[src/sv/idrm_pkg.sv]
package idrm_pkg;

	localparam int TABLE_ENTRIES_DEF = 64;
	localparam int NICK_LIMIT_DEF    = 4096;
	localparam int KEY_W             = 31;
	localparam int NICK_W            = 12;
	localparam int OP_W              = 2;
	localparam int STAT_W            = 3;
	localparam int S_DATA_W          = 64;
	localparam int M_DATA_W          = 16;
	localparam int QUEUE_DEPTH       = 2;

	// operation codes on the input side
	localparam logic [OP_W-1:0] OP_MAP   = 2'd0;
	localparam logic [OP_W-1:0] OP_CLEAR = 2'd1;
	localparam logic [OP_W-1:0] OP_ACK   = 2'd2;

	typedef enum logic [1:0] {
		K_MAP,
		K_CLEAR,
		K_ACK,
		K_NONE
	} cmd_kind_t;

	typedef enum logic [STAT_W-1:0] {
		ST_FOUND = 3'd0,
		ST_ALLOC = 3'd1,
		ST_REKEY = 3'd2,
		ST_MISS  = 3'd3,
		ST_FULL  = 3'd4,
		ST_DONE  = 3'd5
	} status_t;

	typedef enum logic [2:0] {
		S_INIT,
		S_IDLE,
		S_SCAN,
		S_DRAIN,
		S_DECIDE,
		S_WR_HIT,
		S_CLEAR,
		S_RESP
	} eng_state_t;

	typedef struct packed {
		cmd_kind_t          kind;
		logic [KEY_W-1:0]   ticket;
		logic [KEY_W-1:0]   repl_ticket;
		logic               has_new;
		logic               same_key;
	} cmd_t;

	typedef struct packed {
		logic               vld;
		logic [KEY_W-1:0]   key;
		logic [NICK_W-1:0]  nick;
	} entry_t;

endpackage

[src/sv/idrm_front.sv]
module idrm_front (
	input  logic                                 s_tvalid,
	output logic                                 s_tready,
	input  logic [idrm_pkg::S_DATA_W-1:0]        s_tdata,  // ticket[30:0], repl_ticket[61:31], zero
	input  logic [idrm_pkg::OP_W-1:0]            s_tuser,  // operation[1:0]
	input  logic                                 q_full,
	input  logic                                 eng_busy_init,
	output logic                                 q_push,
	output idrm_pkg::cmd_t                       q_data
);

	logic [idrm_pkg::KEY_W-1:0] ticket;
	logic [idrm_pkg::KEY_W-1:0] repl_ticket;

	assign ticket      = s_tdata[idrm_pkg::KEY_W-1:0];
	assign repl_ticket = s_tdata[2*idrm_pkg::KEY_W-1:idrm_pkg::KEY_W];

	// nothing enters while the table is being swept after reset
	assign s_tready = !q_full && !eng_busy_init;
	assign q_push   = s_tvalid && s_tready;

	always_comb begin
		q_data.ticket      = ticket;
		q_data.repl_ticket = repl_ticket;
		q_data.has_new     = (repl_ticket != '0);
		q_data.same_key    = (repl_ticket == ticket);
		case (s_tuser)
			idrm_pkg::OP_MAP:   q_data.kind = idrm_pkg::K_MAP;
			idrm_pkg::OP_CLEAR: q_data.kind = idrm_pkg::K_CLEAR;
			idrm_pkg::OP_ACK:   q_data.kind = idrm_pkg::K_ACK;
			default:            q_data.kind = idrm_pkg::K_NONE;
		endcase
	end

endmodule

[src/sv/idrm_queue.sv]
module idrm_queue (
	input  logic            clk,
	input  logic            arst_n,
	input  logic            push,
	input  idrm_pkg::cmd_t  push_data,
	output logic            full,
	input  logic            pop,
	output logic            valid,
	output idrm_pkg::cmd_t  pop_data
);

	localparam int DEPTH = idrm_pkg::QUEUE_DEPTH;
	localparam int PTR_W = (DEPTH > 1) ? $clog2(DEPTH) : 1;
	localparam int CNT_W = $clog2(DEPTH + 1);
	localparam logic [PTR_W-1:0] LAST_PTR = PTR_W'(DEPTH - 1);
	localparam logic [CNT_W-1:0] FULL_CNT = CNT_W'(DEPTH);

	idrm_pkg::cmd_t   slot_q [DEPTH];
	logic [PTR_W-1:0] wr_ptr_q;
	logic [PTR_W-1:0] rd_ptr_q;
	logic [CNT_W-1:0] count_q;

	assign full     = (count_q == FULL_CNT);
	assign valid    = (count_q != '0);
	assign pop_data = slot_q[rd_ptr_q];

	always_ff @(posedge clk or negedge arst_n) begin
		if (!arst_n) begin
			wr_ptr_q <= '0;
			rd_ptr_q <= '0;
			count_q  <= '0;
		end else begin
			if (push) begin
				wr_ptr_q <= (wr_ptr_q == LAST_PTR) ? '0 : wr_ptr_q + 1'b1;
			end
			if (pop) begin
				rd_ptr_q <= (rd_ptr_q == LAST_PTR) ? '0 : rd_ptr_q + 1'b1;
			end
			if (push && !pop) begin
				count_q <= count_q + 1'b1;
			end else if (pop && !push) begin
				count_q <= count_q - 1'b1;
			end
		end
	end

	always_ff @(posedge clk) begin
		if (push) begin
			slot_q[wr_ptr_q] <= push_data;
		end
	end

endmodule

[src/sv/idrm_engine.sv]
module idrm_engine #(
	parameter int TABLE_ENTRIES  = idrm_pkg::TABLE_ENTRIES_DEF,
	parameter int NICKNAME_LIMIT = idrm_pkg::NICK_LIMIT_DEF
) (
	input  logic                              clk,
	input  logic                              arst_n,
	input  logic                              cq_valid,
	input  idrm_pkg::cmd_t                    cq_data,
	output logic                              cq_pop,
	output logic                              busy_init,
	output logic                              m_tvalid,
	input  logic                              m_tready,
	output logic [idrm_pkg::M_DATA_W-1:0]     m_tdata,
	output logic [idrm_pkg::STAT_W-1:0]       m_tuser
);

	localparam int IDX_W = $clog2(TABLE_ENTRIES);
	localparam int CNT_W = $clog2(NICKNAME_LIMIT);
	localparam int NW    = idrm_pkg::NICK_W;
	localparam int PAD_W = idrm_pkg::M_DATA_W - NW - 1;
	localparam logic [IDX_W-1:0] LAST_IDX  = IDX_W'(TABLE_ENTRIES - 1);
	localparam logic [CNT_W:0]   LIMIT_EXT = (CNT_W + 1)'(NICKNAME_LIMIT);

	idrm_pkg::eng_state_t state_q, state_d;
	idrm_pkg::cmd_t       cmd_q;
	idrm_pkg::entry_t     mem [TABLE_ENTRIES];

	logic [IDX_W-1:0]     idx_q;
	logic                 idx_last;

	// read stage
	idrm_pkg::entry_t     rd_s1;
	logic                 rd_vld_s1;
	logic [IDX_W-1:0]     rd_idx_s1;

	// scan results
	logic                 hit_vld_q;
	logic [IDX_W-1:0]     hit_idx_q;
	logic [NW-1:0]        hit_nick_q;
	logic                 oth_vld_q;
	logic [IDX_W-1:0]     oth_idx_q;
	logic                 free_vld_q;
	logic [IDX_W-1:0]     free_idx_q;

	logic [CNT_W-1:0]     last_q;
	logic                 upd_q;
	logic [CNT_W:0]       next_wide;
	logic [CNT_W-1:0]     next_cnt;
	logic [NW-1:0]        next_nick;

	logic [NW-1:0]        res_nick_q;
	idrm_pkg::status_t    res_status_q;

	logic                 out_vld_q;
	logic [NW-1:0]        out_nick_q;
	idrm_pkg::status_t    out_status_q;
	logic                 out_upd_q;
	logic                 out_free;

	// memory port controls
	logic                 rd_en;
	logic                 we;
	logic [IDX_W-1:0]     wa;
	idrm_pkg::entry_t     wd;
	logic                 load_out;

	logic                 rekey_move;
	logic                 alloc_go;

	assign idx_last   = (idx_q == LAST_IDX);
	assign out_free   = !out_vld_q || m_tready;
	assign next_wide  = {1'b0, last_q} + 1'b1;
	assign next_cnt   = (next_wide >= LIMIT_EXT) ? CNT_W'(1) : next_wide[CNT_W-1:0];
	assign next_nick  = NW'(next_cnt);
	assign rekey_move = hit_vld_q && cmd_q.has_new && !cmd_q.same_key;
	assign alloc_go   = !hit_vld_q && !cmd_q.has_new && free_vld_q;

	assign busy_init = (state_q == idrm_pkg::S_INIT);
	assign m_tvalid  = out_vld_q;
	assign m_tdata   = {PAD_W'(0), out_upd_q, out_nick_q};
	assign m_tuser   = out_status_q;

	// next state
	always_comb begin
		state_d = state_q;
		case (state_q)
			idrm_pkg::S_INIT: begin
				if (idx_last) state_d = idrm_pkg::S_IDLE;
			end
			idrm_pkg::S_IDLE: begin
				if (cq_valid) begin
					case (cq_data.kind)
						idrm_pkg::K_MAP:   state_d = idrm_pkg::S_SCAN;
						idrm_pkg::K_CLEAR: state_d = idrm_pkg::S_CLEAR;
						default:           state_d = idrm_pkg::S_RESP;
					endcase
				end
			end
			idrm_pkg::S_SCAN: begin
				if (idx_last) state_d = idrm_pkg::S_DRAIN;
			end
			idrm_pkg::S_DRAIN:  state_d = idrm_pkg::S_DECIDE;
			idrm_pkg::S_DECIDE: begin
				state_d = (rekey_move && oth_vld_q) ? idrm_pkg::S_WR_HIT : idrm_pkg::S_RESP;
			end
			idrm_pkg::S_WR_HIT: state_d = idrm_pkg::S_RESP;
			idrm_pkg::S_CLEAR: begin
				if (idx_last) state_d = idrm_pkg::S_RESP;
			end
			idrm_pkg::S_RESP: begin
				if (out_free) state_d = idrm_pkg::S_IDLE;
			end
			default: state_d = idrm_pkg::S_IDLE;
		endcase
	end

	// outputs of the sequencer
	always_comb begin
		cq_pop   = 1'b0;
		rd_en    = 1'b0;
		we       = 1'b0;
		wa       = idx_q;
		wd       = '0;
		load_out = 1'b0;
		case (state_q)
			idrm_pkg::S_INIT, idrm_pkg::S_CLEAR: begin
				we = 1'b1;
			end
			idrm_pkg::S_IDLE: begin
				cq_pop = cq_valid;
			end
			idrm_pkg::S_SCAN: begin
				rd_en = 1'b1;
			end
			idrm_pkg::S_DECIDE: begin
				if (rekey_move) begin
					we = 1'b1;
					if (oth_vld_q) begin
						// drop the entry that already holds the new key first
						wa = oth_idx_q;
					end else begin
						wa = hit_idx_q;
						wd = '{vld: 1'b1, key: cmd_q.repl_ticket, nick: hit_nick_q};
					end
				end else if (alloc_go) begin
					we = 1'b1;
					wa = free_idx_q;
					wd = '{vld: 1'b1, key: cmd_q.ticket, nick: next_nick};
				end
			end
			idrm_pkg::S_WR_HIT: begin
				we = 1'b1;
				wa = hit_idx_q;
				wd = '{vld: 1'b1, key: cmd_q.repl_ticket, nick: hit_nick_q};
			end
			idrm_pkg::S_RESP: begin
				load_out = out_free;
			end
			default: ;
		endcase
	end

	always_ff @(posedge clk) begin
		if (rd_en) begin
			rd_s1 <= mem[idx_q];
		end
		if (we) begin
			mem[wa] <= wd;
		end
	end

	always_ff @(posedge clk or negedge arst_n) begin
		if (!arst_n) begin
			state_q      <= idrm_pkg::S_INIT;
			idx_q        <= '0;
			rd_vld_s1    <= 1'b0;
			hit_vld_q    <= 1'b0;
			oth_vld_q    <= 1'b0;
			free_vld_q   <= 1'b0;
			last_q       <= '0;
			upd_q        <= 1'b0;
			out_vld_q    <= 1'b0;
			res_status_q <= idrm_pkg::ST_DONE;
			out_status_q <= idrm_pkg::ST_DONE;
		end else begin
			state_q   <= state_d;
			rd_vld_s1 <= rd_en;

			if (state_q == idrm_pkg::S_INIT || state_q == idrm_pkg::S_SCAN ||
			    state_q == idrm_pkg::S_CLEAR) begin
				idx_q <= idx_last ? '0 : idx_q + 1'b1;
			end

			if (cq_pop) begin
				hit_vld_q    <= 1'b0;
				oth_vld_q    <= 1'b0;
				free_vld_q   <= 1'b0;
				res_status_q <= idrm_pkg::ST_DONE;
				case (cq_data.kind)
					idrm_pkg::K_CLEAR: last_q <= '0;
					idrm_pkg::K_ACK:   upd_q  <= 1'b0;
					default: ;
				endcase
			end else if (rd_vld_s1) begin
				if (!hit_vld_q && rd_s1.vld && rd_s1.key == cmd_q.ticket) begin
					hit_vld_q <= 1'b1;
				end
				if (!oth_vld_q && rd_s1.vld && rd_s1.key == cmd_q.repl_ticket &&
				    cmd_q.has_new && !cmd_q.same_key) begin
					oth_vld_q <= 1'b1;
				end
				if (!free_vld_q && !rd_s1.vld) begin
					free_vld_q <= 1'b1;
				end
			end

			if (state_q == idrm_pkg::S_DECIDE) begin
				if (hit_vld_q) begin
					if (cmd_q.has_new) begin
						res_status_q <= idrm_pkg::ST_REKEY;
						upd_q        <= 1'b1;
					end else begin
						res_status_q <= idrm_pkg::ST_FOUND;
					end
				end else if (cmd_q.has_new) begin
					res_status_q <= idrm_pkg::ST_MISS;
				end else if (!free_vld_q) begin
					res_status_q <= idrm_pkg::ST_FULL;
				end else begin
					res_status_q <= idrm_pkg::ST_ALLOC;
					last_q       <= next_cnt;
					upd_q        <= 1'b1;
				end
			end

			if (load_out) begin
				out_vld_q    <= 1'b1;
				out_status_q <= res_status_q;
			end else if (m_tready) begin
				out_vld_q <= 1'b0;
			end
		end
	end

	// payload of the scan and the result
	always_ff @(posedge clk) begin
		rd_idx_s1 <= idx_q;
		if (rd_vld_s1 && !cq_pop) begin
			if (!hit_vld_q && rd_s1.vld && rd_s1.key == cmd_q.ticket) begin
				hit_idx_q  <= rd_idx_s1;
				hit_nick_q <= rd_s1.nick;
			end
			if (!oth_vld_q && rd_s1.vld && rd_s1.key == cmd_q.repl_ticket) begin
				oth_idx_q <= rd_idx_s1;
			end
			if (!free_vld_q && !rd_s1.vld) begin
				free_idx_q <= rd_idx_s1;
			end
		end
		if (cq_pop) begin
			cmd_q      <= cq_data;
			res_nick_q <= '0;
		end else if (state_q == idrm_pkg::S_DECIDE) begin
			if (hit_vld_q) begin
				res_nick_q <= hit_nick_q;
			end else if (alloc_go) begin
				res_nick_q <= next_nick;
			end else begin
				res_nick_q <= '0;
			end
		end
		if (load_out) begin
			out_nick_q <= res_nick_q;
			out_upd_q  <= upd_q;
		end
	end

	a_pop_in_idle: assert property (@(posedge clk) disable iff (!arst_n)
		cq_pop |-> (state_q == idrm_pkg::S_IDLE && cq_valid))
		else $error("command taken outside idle");

	a_load_free: assert property (@(posedge clk) disable iff (!arst_n)
		load_out |-> (!out_vld_q || m_tready))
		else $error("result register overwritten");

	a_hit_other_differ: assert property (@(posedge clk) disable iff (!arst_n)
		(hit_vld_q && oth_vld_q) |-> (hit_idx_q != oth_idx_q))
		else $error("rekey target and dropped entry coincide");

	a_alloc_counter: assert property (@(posedge clk) disable iff (!arst_n)
		(state_q == idrm_pkg::S_DECIDE && alloc_go) |=> (last_q != '0))
		else $error("allocator produced zero");

	a_no_read_write: assert property (@(posedge clk) disable iff (!arst_n)
		(rd_en || rd_vld_s1) |-> !we)
		else $error("table written during scan");

endmodule

[src/sv/id_remap_table_with_allocator_unit.sv]
// channel | dir | fields
// s_*     | in  | tuser: operation[1:0]; tdata: ticket[30:0], repl_ticket[61:31]
// m_*     | out | tuser: status[2:0]; tdata: nickname[11:0], table_updated[12]
//
// a map request scans the whole table and then decides; a rekey that also drops
// another entry writes twice; the scan reads the single-port table one entry per cycle
// clear writes every entry; ack and unused codes go straight to the response
// after reset the table is swept with s_tready low
// a two-deep command queue takes up to two transfers while the engine is busy
// one result register; a stalled m side holds the next result at its end
module id_remap_table_with_allocator_unit #(
	parameter int TABLE_ENTRIES  = idrm_pkg::TABLE_ENTRIES_DEF,
	parameter int NICKNAME_LIMIT = idrm_pkg::NICK_LIMIT_DEF
) (
	input  logic                              clk,
	input  logic                              arst_n,
	input  logic                              s_tvalid,
	output logic                              s_tready,
	input  logic [idrm_pkg::S_DATA_W-1:0]     s_tdata,  // ticket[30:0], repl_ticket[61:31], zero
	input  logic [idrm_pkg::OP_W-1:0]         s_tuser,  // operation[1:0]
	output logic                              m_tvalid,
	input  logic                              m_tready,
	output logic [idrm_pkg::M_DATA_W-1:0]     m_tdata,  // nickname[11:0], table_updated[12], zero
	output logic [idrm_pkg::STAT_W-1:0]       m_tuser   // status[2:0]
);

	idrm_pkg::cmd_t push_data;
	idrm_pkg::cmd_t pop_data;
	logic           push;
	logic           full;
	logic           pop;
	logic           q_valid;
	logic           busy_init;

	idrm_front u_front (
		.s_tvalid      (s_tvalid),
		.s_tready      (s_tready),
		.s_tdata       (s_tdata),
		.s_tuser       (s_tuser),
		.q_full        (full),
		.eng_busy_init (busy_init),
		.q_push        (push),
		.q_data        (push_data)
	);

	idrm_queue u_queue (
		.clk       (clk),
		.arst_n    (arst_n),
		.push      (push),
		.push_data (push_data),
		.full      (full),
		.pop       (pop),
		.valid     (q_valid),
		.pop_data  (pop_data)
	);

	idrm_engine #(
		.TABLE_ENTRIES  (TABLE_ENTRIES),
		.NICKNAME_LIMIT (NICKNAME_LIMIT)
	) u_engine (
		.clk       (clk),
		.arst_n    (arst_n),
		.cq_valid  (q_valid),
		.cq_data   (pop_data),
		.cq_pop    (pop),
		.busy_init (busy_init),
		.m_tvalid  (m_tvalid),
		.m_tready  (m_tready),
		.m_tdata   (m_tdata),
		.m_tuser   (m_tuser)
	);

endmodule
[config.mk]
export PLATFORM = sky130hd
export DESIGN_NAME = id_remap_table_with_allocator_unit
export DESIGN_NICKNAME = d
export VERILOG_FILES = /design/src/sv/idrm_pkg.sv /design/src/sv/idrm_front.sv /design/src/sv/idrm_queue.sv /design/src/sv/idrm_engine.sv /design/src/sv/id_remap_table_with_allocator_unit.sv
export SDC_FILE = /design/constraint.sdc
export NUM_CORES = 2
export LEC_CHECK = 0
export BUFFER_PORTS_ARGS = -buffer_cell sky130_fd_sc_hd__buf_2
export CORE_MARGIN = 3
export CORE_UTILIZATION = 54
export CTS_CLUSTER_DIAMETER = 100
export CTS_CLUSTER_SIZE = 24
export DETAILED_ROUTE_END_ITERATION = 16
export PLACE_DENSITY_LB_ADDON = 0.05
export RECOVER_POWER = 50
export REMOVE_ABC_BUFFERS = 1
export SYNTH_ARGS = -nofsm -noshare
export SYNTH_HDL_FRONTEND = slang
export SYNTH_HIERARCHICAL = 1
export SYNTH_SLANG_ARGS = --single-unit
[constraint.sdc]
create_clock -name clk -period 5.8 [get_ports clk]
set_clock_uncertainty 0.15 [all_clocks]
set_input_delay 0.29 -clock clk [delete_from_list [all_inputs] [get_ports clk]]
set_output_delay 0.29 -clock clk [all_outputs]
set_load 0.02 [all_outputs]
==> key figures <==
Run status
  – Outcome: complete, but fails checks
  – Failing checks: capacitance limit, slew limit

Synthesis
  – Synth Register Bits: 3154
  – Distinct cell type count after synthesis: 84
  – Most common cell in the netlist: edfxtp_1
  – YS warnings: 6
  – Synth Instances: 5580
  – Adder-cell share of the synthesized area: 0.0390%
  – Yosys top cell area share: 76.3%
  – FFs w/ async S/R, synth: 1.17%
  – Post-Synth XOR/XNOR Area: 0.775%
  – Post-Synth Simple-Gate Area: 1.77%
  – List of most frequent post-synthesis cells: 3099 x edfxtp_1, 666 x mux4_2, 186 x mux2i_1
  – Top cells by area, synth: edfxtp_1 76%, mux4_2 12%, mux2i_1 1.5%, mux2_2 0.72%, dfrtp_1 0.68%
  – Post-synthesis sequential area ratio: 77.3%
  – Synth area leader: edfxtp_1
  – Multiplexer share of the synthesized area: 14.9%
  – Post-Syn Area: 0.122 mm²
  – Post-synth EDFFs: 3099
  – Compound-cell area share of the yosys netlist: 3.27%
  – Syn Area/Cell: 21.9 µm²
  – Largest family of logic cells by synthesized area: multiplexers
  – Leading register cell type out of synthesis: edfxtp_1

Clocking
  – TritonCTS clock tree: built
  – TritonCTS Buffers: 149
  – Clk slew on worst S/H paths: 100 ps
  – CTS max path bufs: 3
  – Post-CTS setup buffer count: 0
  – Sink Count: 3154
  – CTS Root Cell: clkbuf_16
  – Clock latency on the worst-skew pair: 840 ps
  – H-tree depth: 4

Layout
  – Fillers: 16300
  – Layout cells sized above 1: 21.9%
  – P&R area growth vs syn: 7.43%
  – Finished Layout Cells: 8826
  – Total Nets Final: 5860

Global routing
  – Initial antenna violation count: 10
  – Overflow after GRT: 0
  – Pin count of the biggest net entering global routing: 126
  – Vias in the first global route: 58700
  – First-pass GRT wire length: 475000 µm
  – Overall Global Routing Usage: 29.8%

Timing
  – Worst-Margin Slew: 3100 ps
  – Final Cycle Share: 90.1%
  – RSZ-0062 raised after global routing: no
  – Slew HR: -107%
  – Max Slew Vio Count: 1153
  – Setup violation total in the final timing report: 0
  – Fmax: 191 MHz
  – Setup total negative slack: 0 ps
  – Crit path time final: 5220 ps
  – Final Hold Vio Count: 0

Critical path
  – Critical path's slowest cell: dfrtp_1
  – Setup crit start kind: flip-flop
  – Critical Path AT: 5650 ps
  – RR Startpoint: u_engine/idx_q[1]$_DFFE_PN0P_
  – Cells along the critical path: buf_12 -> clkbuf_2 -> mux4_2 -> a221oi_1 -> o21ai_1 -> a22oi_1 -> nand2_1
  – Reg2reg end: u_engine/rd_s1[33]$_DFFE_PP_
  – Critical path's largest stage delay: 1740 ps
  – Worst Path Max Fanout: 49
  – Reg2reg path depth: 7
  – Worst Setup Path Type: reg2reg
  – Crit path required time: 6230 ps
  – Worst Setup End Kind: flip-flop
  – FF-to-FF setup slack: 580 ps

Placed design
  – Dpl hpwl: 203000 µm
  – Placer Congestion: 0.867
  – Number of port buffers: 85
  – Placed Cells: 8542

Floorplanning
  – I/O pins: 91
  – Die Y: 481 µm
  – Die width: 481 µm
  – Die area: 0.232 mm²
  – Core area: 0.223 mm²
  – Starting density of the core: 54.6%
  – Placement Rows: 173

Drt
  – Vias per inst: 6.83
  – Post-route antenna net violation count: 0
  – DR pass1 iterations: 5
  – Post-route DRC: 0
  – Final WL: 342000 µm
  – DRT iter0 DRCs: 8860
  – Routed wire per std cell: 38.8 µm
  – Total vias in the final route: 60300

Worst hold path
  – Worst hold path depth: 2
  – Path category of the worst min-delay check: in2reg
  – HP Start: s_tuser[0]
  – Hold EP: u_queue/slot_q[1][64]$_DFFE_PP_

Flow run
  – Max Cap Viol: 29

Pwr
  – IR drop worst, VDD: 0.000287 V
  – Static leakage: 34.5 nW
  – Power per cell area: 283 mW/mm²
-- kinds of logic (layout without fill, tap and decap cells) --
kind of cell,Yosys count,in the layout
flip-flops,3154,3154
multiplexers,960,960
AO/OA/AOI/OAI,531,531
AND/OR/NAND/NOR,433,433
buffers and inverters,389,649
XOR/XNOR,108,108
adder cells (fa/ha/maj),4,4
other,1,12
-- worst max-delay path: cells and delay by family (launching register included) --
kind	cells	cell delay, ps
flip-flops	1	1740
AO/OA/AOI/OAI	3	1060
buffers and inverters	2	1350
multiplexers	1	420
AND/OR/NAND/NOR	1	110
-- layout make-up --
cell class | count | area [µm²] | share of cell area [%]
diodes | 9 | 22.5 | 0.0172
clock buffers | 194 | 4010 | 3.06
clock inverters | 12 | 125 | 0.0954
inverters | 16 | 68.8 | 0.0525
multi-input cells | 2039 | 25600 | 19.5
flip-flops and latches | 3154 | 94400 | 72.0
well taps | 2975 | 3720 | 2.84
repair buffers | 427 | 3180 | 2.43
-- sequential cells by signal (all words and copies together), names as in the netlist, 6 cells and up --
name,flops
u_engine/cmd_q,64
u_engine/free_idx_q,6
u_engine/hit_idx_q,6
u_engine/hit_nick_q,12
u_engine/idx_q,6
u_engine/last_q,12
u_engine/mem,2816
u_engine/oth_idx_q,6
u_engine/out_nick_q,12
u_engine/rd_idx_s1,6
u_engine/rd_s1,44
u_engine/res_nick_q,12
u_queue/slot_q,132
-- worst max-delay path by stage --
stage                                              start                       endpoint
after floorplan            u_engine/idx_q[0]$_DFFE_PN0P_  u_engine/mem[39][0]$_DFFE_PP_
after global placement       u_engine/cmd_q[1]$_DFFE_PP_  u_engine/mem[10][1]$_DFFE_PP_
after detailed placement     u_engine/cmd_q[1]$_DFFE_PP_  u_engine/mem[10][8]$_DFFE_PP_
after CTS                    u_engine/cmd_q[1]$_DFFE_PP_  u_engine/mem[10][8]$_DFFE_PP_
after global routing      u_engine/hit_vld_q$_DFFE_PN0P_  u_engine/mem[1][33]$_DFFE_PP_
final                      u_engine/idx_q[1]$_DFFE_PN0P_   u_engine/rd_s1[33]$_DFFE_PP_
-- layout by cell type, fill, tap and decap left out, drive strengths merged, types with 75 or more instances in the layout --
cell type     n
a221oi       75
buf         232
clkbuf      320
edfxtp     3099
mux2        108
mux2i       186
mux4        666
nand2       146
o21ai        85
xor2         88
-- through the flow --
stage               worst slack [ps]  total power, mW  hold slack, ps  utilization (%)  cell area [µm²]
floorplan                     -28420             25.7            -156                -           120000
global placement                1390             25.9             254             56.7           127000
finish                           576             37.1            94.4             58.7           131000
global route                     509             38.2            58.4             58.7           131000
CTS                             1270             37.4            2.55             58.9           132000
detailed placement              1280             25.9             255             56.7           127000
-- repair_timing --
item                                    4_1_cts  5_1_grt
resized for setup                             0        0
hold buffers                                 69        0
endpoints found under the setup margin        0        0
endpoints found under the hold margin       173        0
-- where the power goes --
| part | internal [mW] | switching (mW) |
|---|---|---|
| Combinational | 0.131 | 0.290 |
| Sequential | 24.9 | 0.0484 |
| Clock | 4.92 | 6.83 |
-- per-layer routing --
layer  vias to the layer above  routed length (µm)  track usage [%]
met1                     33100              137000             44.3
met3                       444               31800             5.01
li1                      23700                   -                -
met5                         -                   1                0
met4                         2               11900             8.62
met2                      3034              161000             46.1
Power figures use the tool's default switching activity.
